--- src/rtl/core/hhe_pkg.sv ---
// ----------------------------------------------------------------------------
// hhe_pkg: shared types and constants of the header end and length scanner
// Character codes, the case-folded marker text and the byte class record
// passed from the classifier through the queue to the state update.
// ----------------------------------------------------------------------------
package hhe_pkg;

    localparam int MARKER_LEN  = 16;
    localparam int QUEUE_DEPTH = 2;
    localparam int POS_W       = $clog2(MARKER_LEN);
    localparam int LEN_W       = 32;

    localparam logic [7:0] CHAR_CR    = 8'h0d;
    localparam logic [7:0] CHAR_LF    = 8'h0a;
    localparam logic [7:0] CHAR_ZERO  = 8'h30;
    localparam logic [7:0] CHAR_NINE  = 8'h39;
    localparam logic [7:0] CHAR_UPP_A = 8'h41;
    localparam logic [7:0] CHAR_UPP_Z = 8'h5a;
    localparam logic [7:0] CASE_BIT   = 8'h20;

    // Number of CR/LF bytes that close the header.
    localparam logic [2:0] END_SEQ_LEN = 3'd4;

    // "content-length: " in lower case
    localparam logic [7:0] MARKER_TEXT [MARKER_LEN] = '{
        8'h63, 8'h6f, 8'h6e, 8'h74, 8'h65, 8'h6e, 8'h74, 8'h2d,
        8'h6c, 8'h65, 8'h6e, 8'h67, 8'h74, 8'h68, 8'h3a, 8'h20
    };

    typedef struct packed {
        logic                  is_cr;
        logic                  is_lf;
        logic                  is_digit;
        logic [3:0]            digit;
        logic [MARKER_LEN-1:0] marker_hit;
    } byte_class_t;

endpackage

--- src/rtl/core/hhe_front.sv ---
// ----------------------------------------------------------------------------
// hhe_front: byte classifier
// Folds letter case and compares one header byte with CR, LF, the decimal
// digits and every marker character in parallel.
// ----------------------------------------------------------------------------
module hhe_front
(
    input  logic [7:0]          data_byte,
    output hhe_pkg::byte_class_t byte_class
);
    import hhe_pkg::*;

    logic [7:0] low_char;
    logic [7:0] digit_off;

    always_comb
    begin
        low_char = data_byte;
        if (data_byte inside {[CHAR_UPP_A:CHAR_UPP_Z]})
        begin
            low_char = data_byte | CASE_BIT;
        end
    end

    assign digit_off = data_byte - CHAR_ZERO;

    always_comb
    begin
        byte_class.is_cr    = (data_byte == CHAR_CR);
        byte_class.is_lf    = (data_byte == CHAR_LF);
        byte_class.is_digit = (data_byte inside {[CHAR_ZERO:CHAR_NINE]});
        byte_class.digit    = digit_off[3:0];
        for (int i = 0; i < MARKER_LEN; i++)
        begin
            byte_class.marker_hit[i] = (low_char == MARKER_TEXT[i]);
        end
    end

endmodule

--- src/rtl/core/hhe_queue.sv ---
// ----------------------------------------------------------------------------
// hhe_queue: classified byte queue
// Small register FIFO between the classifier and the state update so that
// each side can stall on its own.
// ----------------------------------------------------------------------------
module hhe_queue
#(
    parameter int DEPTH = hhe_pkg::QUEUE_DEPTH
)
(
    input  logic                 clk,
    input  logic                 rst_n,
    input  logic                 push,
    input  hhe_pkg::byte_class_t push_data,
    input  logic                 pop,
    output hhe_pkg::byte_class_t pop_data,
    output logic                 full,
    output logic                 empty
);
    import hhe_pkg::*;

    localparam int PTR_W = (DEPTH > 1) ? $clog2(DEPTH) : 1;
    localparam int CNT_W = $clog2(DEPTH + 1);
    localparam logic [PTR_W-1:0] LAST_PTR = PTR_W'(DEPTH - 1);
    localparam logic [CNT_W-1:0] FULL_CNT = CNT_W'(DEPTH);

    byte_class_t      entry_reg [DEPTH];
    logic [PTR_W-1:0] wr_ptr_reg, wr_ptr_next;
    logic [PTR_W-1:0] rd_ptr_reg, rd_ptr_next;
    logic [CNT_W-1:0] count_reg,  count_next;

    assign full     = (count_reg == FULL_CNT);
    assign empty    = (count_reg == '0);
    assign pop_data = entry_reg[rd_ptr_reg];

    always_comb
    begin
        wr_ptr_next = wr_ptr_reg;
        rd_ptr_next = rd_ptr_reg;
        count_next  = count_reg;
        if (push)
        begin
            wr_ptr_next = (wr_ptr_reg == LAST_PTR) ? '0 : wr_ptr_reg + 1'b1;
        end
        if (pop)
        begin
            rd_ptr_next = (rd_ptr_reg == LAST_PTR) ? '0 : rd_ptr_reg + 1'b1;
        end
        if (push && !pop)
        begin
            count_next = count_reg + 1'b1;
        end
        else if (pop && !push)
        begin
            count_next = count_reg - 1'b1;
        end
    end

    always_ff @(posedge clk or negedge rst_n)
    begin
        if (!rst_n)
        begin
            wr_ptr_reg <= '0;
            rd_ptr_reg <= '0;
            count_reg  <= '0;
        end
        else
        begin
            wr_ptr_reg <= wr_ptr_next;
            rd_ptr_reg <= rd_ptr_next;
            count_reg  <= count_next;
        end
    end

    always_ff @(posedge clk)
    begin
        if (push)
        begin
            entry_reg[wr_ptr_reg] <= push_data;
        end
    end

endmodule

--- src/rtl/core/hhe_back.sv ---
// ----------------------------------------------------------------------------
// hhe_back: scan state update and result register
// Advances the end marker tracking, the marker match and the saturating
// decimal length, and holds each result until it is taken.
// ----------------------------------------------------------------------------
module hhe_back
(
    input  logic                       clk,
    input  logic                       rst_n,
    input  logic                       item_valid,
    input  hhe_pkg::byte_class_t       item,
    output logic                       item_pop,
    output logic                       result_valid,
    input  logic                       result_stall,
    output logic                       header_done,
    output logic [hhe_pkg::LEN_W-1:0]  content_length
);
    import hhe_pkg::*;

    localparam int PROD_W = LEN_W + 4;
    localparam logic [POS_W-1:0] LAST_POS = POS_W'(MARKER_LEN - 1);

    logic [2:0]       crlf_reg,    crlf_next;
    logic [POS_W-1:0] pos_reg,     pos_next;
    logic             collect_reg, collect_next;
    logic [LEN_W-1:0] acc_reg,     acc_next;
    logic             valid_reg;
    logic             done_reg;
    logic [LEN_W-1:0] len_reg;
    logic             done_now;
    logic [PROD_W-1:0] prod;

    assign item_pop       = item_valid && (!valid_reg || !result_stall);
    assign result_valid   = valid_reg;
    assign header_done    = done_reg;
    assign content_length = len_reg;

    // value * 10 + digit as (value << 3) + (value << 1) + digit
    assign prod = ({4'b0, acc_reg} << 3) + ({4'b0, acc_reg} << 1)
                + {{(PROD_W-4){1'b0}}, item.digit};

    always_comb
    begin
        crlf_next    = '0;
        pos_next     = pos_reg;
        collect_next = collect_reg;
        acc_next     = acc_reg;

        if (!crlf_reg[0])
        begin
            crlf_next = item.is_cr ? crlf_reg + 1'b1 : '0;
        end
        else
        begin
            crlf_next = item.is_lf ? crlf_reg + 1'b1 : '0;
        end

        if (collect_reg)
        begin
            if (item.is_digit)
            begin
                acc_next = (prod[PROD_W-1:LEN_W] != '0) ? '1 : prod[LEN_W-1:0];
            end
            else
            begin
                collect_next = 1'b0;
            end
        end

        if (item.marker_hit[pos_reg])
        begin
            if (pos_reg == LAST_POS)
            begin
                collect_next = 1'b1;
                pos_next     = '0;
            end
            else
            begin
                pos_next = pos_reg + 1'b1;
            end
        end
        else
        begin
            pos_next = item.marker_hit[0] ? POS_W'(1) : '0;
        end

        done_now = (crlf_next == END_SEQ_LEN);
    end

    always_ff @(posedge clk or negedge rst_n)
    begin
        if (!rst_n)
        begin
            crlf_reg    <= '0;
            pos_reg     <= '0;
            collect_reg <= 1'b0;
            acc_reg     <= '0;
            valid_reg   <= 1'b0;
        end
        else
        begin
            if (item_pop)
            begin
                valid_reg <= 1'b1;
                if (done_now)
                begin
                    crlf_reg    <= '0;
                    pos_reg     <= '0;
                    collect_reg <= 1'b0;
                    acc_reg     <= '0;
                end
                else
                begin
                    crlf_reg    <= crlf_next;
                    pos_reg     <= pos_next;
                    collect_reg <= collect_next;
                    acc_reg     <= acc_next;
                end
            end
            else if (!result_stall)
            begin
                valid_reg <= 1'b0;
            end
        end
    end

    always_ff @(posedge clk)
    begin
        if (item_pop)
        begin
            done_reg <= done_now;
            len_reg  <= acc_next;
        end
    end

endmodule

--- src/rtl/core/http_header_end_and_length_scan.sv ---
// Path: an accepted byte is written into a queue entry, and its result is then registered
// in the result register, where it is held until the receiver takes it.
// Throughput: one byte per cycle, set by the state update, while the receiver does not stall results.
// The classifier runs in the accepting cycle and feeds a two-entry queue.
// Reset: rst_n clears the scan state, the queue and the result valid flag at once.
// No clearing pass: the block accepts bytes in the first cycle after reset.
// ----------------------------------------------------------------------------
// http_header_end_and_length_scan: HTTP header end and Content-Length scanner
// Scans header bytes for CR LF CR LF and a case-insensitive
// "content-length: " marker, accumulating the decimal length after it.
// ----------------------------------------------------------------------------
module http_header_end_and_length_scan
#(
    parameter int QUEUE_DEPTH = hhe_pkg::QUEUE_DEPTH
)
(
    input  logic                       clk,
    input  logic                       rst_n,
    // input transaction: one header byte
    input  logic                       data_valid,
    output logic                       data_stall,
    input  logic [7:0]                 data_byte,
    // output transaction: done flag and current length
    output logic                       result_valid,
    input  logic                       result_stall,
    output logic                       header_done,
    output logic [hhe_pkg::LEN_W-1:0]  content_length
);
    import hhe_pkg::*;

    byte_class_t in_class;
    byte_class_t q_class;
    logic        q_full;
    logic        q_empty;
    logic        q_pop;
    logic        q_push;

    // Classify the byte as it arrives; all compares are independent.
    hhe_front u_front
    (
        .data_byte  (data_byte),
        .byte_class (in_class)
    );

    // Hold classified bytes here; stall the sender only when the queue fills.
    assign q_push     = data_valid && !q_full;
    assign data_stall = q_full;

    hhe_queue #(.DEPTH(QUEUE_DEPTH)) u_queue
    (
        .clk       (clk),
        .rst_n     (rst_n),
        .push      (q_push),
        .push_data (in_class),
        .pop       (q_pop),
        .pop_data  (q_class),
        .full      (q_full),
        .empty     (q_empty)
    );

    // Advance the scan state and register one result per popped byte.
    // The result register refills in the same cycle that it is taken, if a byte waits in the queue.
    hhe_back u_back
    (
        .clk            (clk),
        .rst_n          (rst_n),
        .item_valid     (!q_empty),
        .item           (q_class),
        .item_pop       (q_pop),
        .result_valid   (result_valid),
        .result_stall   (result_stall),
        .header_done    (header_done),
        .content_length (content_length)
    );

endmodule

--- config.mk ---
export PLATFORM = sky130hd
export DESIGN_NAME = http_header_end_and_length_scan
export DESIGN_NICKNAME = d
export VERILOG_FILES = /design/src/rtl/core/hhe_pkg.sv /design/src/rtl/core/hhe_front.sv /design/src/rtl/core/hhe_queue.sv /design/src/rtl/core/hhe_back.sv /design/src/rtl/core/http_header_end_and_length_scan.sv
export SDC_FILE = /design/constraint.sdc
export NUM_CORES = 1
export LEC_CHECK = 0
export BUFFER_PORTS_ARGS = -buffer_cell sky130_fd_sc_hd__buf_2
export CORE_MARGIN = 2
export CORE_UTILIZATION = 50
export CTS_BUF_LIST = sky130_fd_sc_hd__clkbuf_16
export DETAILED_ROUTE_END_ITERATION = 10
export PLACE_DENSITY = 0.77
export SETUP_SLACK_MARGIN = 0.05
export SYNTH_ARGS = -nofsm -noshare
export SYNTH_HDL_FRONTEND = slang
export SYNTH_SLANG_ARGS = --single-unit
--- constraint.sdc ---
create_clock -name clk -period 6 [get_ports clk]
set_input_delay 0.6 -clock clk [delete_from_list [all_inputs] [get_ports clk]]
set_output_delay 0.6 -clock clk [all_outputs]
set_load 0.05 [all_outputs]
; ---- After elaboration in Yosys (flattened, before gate mapping)
; Memories as Yosys holds them, arrays and structs flattened.
; Cells that the tools add are included.
; W data, S select, Z words.
[totals]
regBits = 78
ram_bits = 46
out_inout_bits = 35
input_bits = 12
mem_count = 1
wordCells = 86
[op_classes]
eq_ne = 17
muxes = 28
reduce_logical = 16
order_cmp = 5
addsub = 9
[memory_table]
columns = name, words, word_bits, rd, rd_ports_with_merged_regs, write_ports, line_no
row1 = u_queue.entry_reg, 2, 23, 1, 0, 1, hhe_queue.sv:27  ; byte_class_t entry_reg [DEPTH];
[op_table]
columns = cell, count
row1 = $mux W32, 4
row2 = $eq A8 B7 Y1 const B, 8
row3 = $add A35 B33 Y36, 1
row4 = $add A36 B4 Y36, 1
row5 = $eq A8 B6 Y1 const B, 3
row6 = $eq A8 B4 Y1 const B, 2
row7 = $mux W1, 13
row8 = $mux W3, 4
row9 = $mux W4, 3
row10 = $ge A8 B6 Y1 const B, 1
row11 = $ge A8 B7 Y1 const B, 1
row12 = $le A8 B6 Y1 const B, 1
row13 = $le A8 B7 Y1 const B, 1
row14 = $logic_and A1 B1 Y1, 6
row15 = $logic_not A1 Y1, 6
row16 = $mux W6, 1
row17 = $lt A4 B5 Y1 const B, 1
row18 = $add A4 B1 Y4 const B, 1
row19 = $bmux W1 S4, 1
row20 = $eq A4 B4 Y1 const B, 1
row21 = $mux W2, 2
row22 = $reduce_bool A4 Y1, 1
row23 = $sub A4 B1 Y4 const B, 1
row24 = $add A3 B1 Y3 const B, 1
row25 = other kinds (9), 10

; ---- Logic depth before layout (Yosys ltp)
[logic_depth]
ltp_word = 7
depth_mapped = 16

; ---- Cells and area by module
; Synthesis repeated with hierarchy kept, for this count alone.
[unflattened]
hier_cells = 767
area_unflattened_um2 = 7936.4
[by_module_without_submodules]
columns = mod, seq_area_each_um2, cells_each, area_per_inst_um2, n_inst
row1 = hhe_back, 2016.9, 639, 5680.4, 1
row2 = hhe_queue, 1481.4, 88, 1949.4, 1
row3 = hhe_front, 0.0, 38, 289.0, 1
row4 = http_header_end_and_length_scan, 0.0, 2, 17.5, 1

; ---- Worst setup path before layout
; No wires, ideal clock.
[synth_timing]
kind = reg2reg
from = register u_queue.rd_ptr_reg
to = register u_back.len_reg[0], in the netlist u_back.content_length[0], data pin
synth_period_minus_slack_ns = 4.211
path_stages_with_launch = 16
slack_ns = 1.789
arrival_ns = 3.937
cell_sequence = dfrtp_1 buf_2 buf_2 mux2_2 fa_1 inv_1 fa_1 nand2b_1 a21o_1 a31oi_4 o21a_1 a31oi_1 mux2_4 a211oi_4 buf_6 a31oi_1
[synth_via]
elab_chain_cells = 6
[synth_rtl]
columns = element, line_no
row1 = "start, declared", hhe_queue.sv:29  ; logic [PTR_W-1:0] rd_ptr_reg, rd_ptr_next;
row2 = "start signal, assigned", hhe_queue.sv:70  ; rd_ptr_reg <= rd_ptr_next;
row3 = $mem_v2 Z2 W23 *, -
row4 = $add A36 B4 Y36, hhe_back.sv:40  ; + {{(PROD_W-4){1'b0}}, item.digit};
row5 = $reduce_bool A4 Y1, hhe_back.sv:62  ; acc_next = (prod[PROD_W-1:LEN_W] != '0) ? '1 : prod[LEN_W-1:0];
row6 = $mux W32, hhe_back.sv:62
row7 = $mux W32 *, hhe_back.sv:60  ; if (item.is_digit)
row8 = $mux W32 *, hhe_back.sv:58  ; if (collect_reg)
row9 = named net u_back.acc_next[0], hhe_back.sv:26  ; logic [LEN_W-1:0] acc_reg, acc_next;
row10 = "end signal, assigned", hhe_back.sv:132  ; len_reg <= acc_next;
row11 = "end, declared", hhe_back.sv:29  ; logic [LEN_W-1:0] len_reg;
; Mark *: on every way through the listed nets, which the timed path passes. The rest lies on a longest branch.
; A chain may end at the register's enable or synchronous reset.

; ---- Worst setup path after layout
[layout_timing]
from = register u_queue.rd_ptr_reg
to = register u_back.len_reg[3], in the netlist u_back.content_length[3], data pin
; Same word-level chain as after synthesis.

==> results by group <==
Final layout
  • Most frequent cells in the layout: a31oi_1 (70), edfxtp_1 (69), ha_1 (66), nor2_1 (61), o21ai_0 (54)
  • Largest register FFs: 36
  • # diodes: 0
  • Final nets: between 800 and 900
  • Fin util: 57.33%
  • Most common cell after layout, fill and taps aside: a31oi_1
  • P&R area growth vs syn: 12.35%
  • Fin cells: between 900 and 1000
  • Layout cells sized above 1: 15.82%

Routing
  • Routed len/inst: about 17 um
  • Vias per cell: 6.185
  • DRC: 0
  • ANT nets after route: 0
  • DRT Wirelength: about 16000 um
  • Iteration-0 DRC Markers: 550
  • Vias: ~5800
  • Pre-Repair DR Iteration Count: 5

Pwr
  • Power per cell area: between 300 and 400 nW/um^2
  • Pwr Total: between 2000 and 3000 uW
  • Leak: approximately 0.0036 uW
  • Max IR drop VDD: 0.2898 mV

Job
  • # Max-Cap Violations: 0

Placement
  • Placed Instances: 904
  • DP Wirelength: approximately 11000 um
  • IO Port Bufs: 46
  • GP Congestion: roughly 0.87
  • Worst slack, placed: around 1300 ps

Setup path
  • CP startpoint kind: flip-flop
  • CP Capture Point: u_back.content_length[3]
  • Reg2reg start: u_queue.rd_ptr_reg
  • Crit path DAT: approximately 4800 ps
  • CP Launch Point: u_queue.rd_ptr_reg
  • Worst R2R Path Depth: 14
  • R2R setup slack: approximately 1300 ps
  • Endpoint type of the worst setup path: flip-flop
  • Worst Path Required: between 6000 and 7000 ps
  • Crit Path Category: flip-flop to flip-flop
  • Crit path max fanout: 24
  • R2R Path End: u_back.content_length[3]

CTS
  • Clock transition at path regs: around 60 ps
  • Post-cts resize count: 0
  • Root buffer cell: clkbuf_16
  • Cts hold-fix bufs: 0
  • CTS tree: yes
  • CTS Buf Count: 17
  • Worst skew pair latency: ~420 ps
  • H-Tree Depth: 4
  • Post-CTS setup buffers: 0
  • TritonCTS Sinks: roughly 110
  • Clock tree buffer depth: 2

Yosys
  • #FFs+latches synth: approximately 110
  • Synth Area in Simple Gates: about 13%
  • EDFF count, synth: 69
  • Compound-gate portion of the synthesized area: just over 20%
  • XOR/XNOR Fraction of Synth Area: 3.793%
  • Adder-cell share of the synthesized area: 11.72%
  • Mapped Cells: around 700
  • Register area share after synthesis: a little over two fifths
  • Cell area after synthesis: between 7000 and 8000 sq um
  • Main combinational cell family by area after synthesis: compound AO/OA/AOI/OAI gates
  • Synth top area cells: edfxtp_1 (28%), dfrtp_1 (15%), ha_1 (11%)
  • Syn_nets: between 700 and 800
  • Top cell type's share of synthesized area: between 20% and 30%
  • Synth unique cells: 70
  • Ys async rst share: 39.47%
  • Main synth FF type: edfxtp_1
  • Top cell type by total area after synthesis: edfxtp_1
  • Avg Inst Size Synth: 10.42 sq um
  • Synth warnings: 0
  • Post-synthesis mux area share: between 4 and 5%

GRT
  • Global-route wire length before repair: about 28000 um
  • Global Route Usage Sum: 21.60%
  • Gr ovfl total: 0
  • Vias in the first global route: between 5000 and 6000
  • Largest net degree at the start of global routing: 67
  • Initial antenna violation count: 0

Timing
  • Max Freq: 214.1 MHz
  • RSZ-0062 raised after global routing: false
  • Total Neg Setup Slack: 0 ps
  • Final period util: slightly below 80%
  • Final Critical Period: between 4000 and 5000 ps
  • Setup Viol. Count Final: 0
  • Fin. Hold Viols: 0
  • Final slew viol count: 0
  • Setup WS post-layout: roughly 1300 ps
  • Slew margin rel.: 29.15%
  • Clk_skew: 5.716 ps
  • Slew @ Worst Pin: 1063 ps

Run status
  • Status: completed

Floorplan
  • # rows: 44
  • Core area: between 10000 and 15000 sq um
  • Die height: 125.6 um
  • I/O Pins: between 40 and 50
  • Die footprint: 15770 sq um
  • Die width: 125.6 um
  • Starting Density: around 50%

Min path
  • Hold WC Path Type: input pin to asynchronous set/reset pin
[layout make-up]
class | instances | area [sq um]
repair buffers | 53 | 282.8
flip-flops and latches | 114 | 3198
multi-input cells | 540 | 3923
clock inverters | 15 | 192.7
fillers | 1196 | 6178
inverters | 13 | 48.80
clock buffers | 17 | 425.4
well taps | 184 | 230.2
[metrics by stage]
step | cell area, sq um | hold WS (ps)
2_1_floorplan | 7388 | 304.4
3_3_place_gp | 7682 | 461.0
3_5_place_dp | 7682 | 472.9
4_1_cts | 8300 | 380.9
5_1_grt | 8300 | 408.7
6_report | 8300 | 380.6
[power breakdown]
part	total [uW]	internal, uW	switching (uW)
clock	1050	691	364
sequential	1110	1030	82.2
combinational	795	255	540
total	2960	1970	986
[critical path, cell delays in order (launching register included)]
cell and delay [ps]:
dfrtp_1 320, buf_4 280, mux2_2 390, fa_1 510
inv_1 60, fa_1 450, nand2b_1 180, a21o_1 200
a31oi_4 180, o21a_1 180, a31oi_1 120, mux2_4 330
a211oi_4 650, buf_4 390, a31oi_1 140
[cells in the mapped netlist (6+ instances only)]
library cell / n
clkbuf_1: 20
xor2_1: 13
a21o_1: 17
and2_1: 7
nor2b_1: 12
inv_1: 13
nand4_1: 9
nor2_1: 61
nand2_1: 45
ha_1: 66
mux4_2: 9
edfxtp_1: 69
buf_6: 6
o21a_1: 7
mux2_2: 6
nor3_1: 13
buf_2: 11
and3_1: 7
o21ai_0: 54
dfrtp_1: 45
nand2b_1: 8
a31oi_1: 70
a21oi_1: 34
nand3_1: 10
xnor2_1: 19
[cells by family (layout without fill, tap and decap cells)]
kind of cell,after synthesis,after routing
compound gates,225,225
xor+xnor,32,32
fa+ha+maj,68,68
buf+inv,55,98
flops,114,114
mux,21,21
simple gates,194,194
[how the worst min path moves through the flow]
stage	start	depth (start not counted)	to
after CTS	result_stall	3	u_back.result_valid
after global routing	result_stall	3	u_back.result_valid
after global placement	u_back.result_valid	2	u_back.result_valid
after detailed placement	u_back.result_valid	2	u_back.result_valid
final	rst_n	1	u_back.acc_reg[29]
after floorplan	rst_n	0	u_back.acc_reg[0]
[layer usage]
| layer | vias to the layer above | track usage [%] | part of all wire, % |
|---|---|---|---|
| met5 | - | 0 | 0 |
| met4 | 0 | 10.00 | 2.4 |
| li1 | 2771 | - | - |
| met1 | 2808 | 27.14 | 44 |
| met3 | 38 | 4.964 | 4.4 |
| met2 | 172 | 35.52 | 49 |
Power figures use the tool's default switching activity.
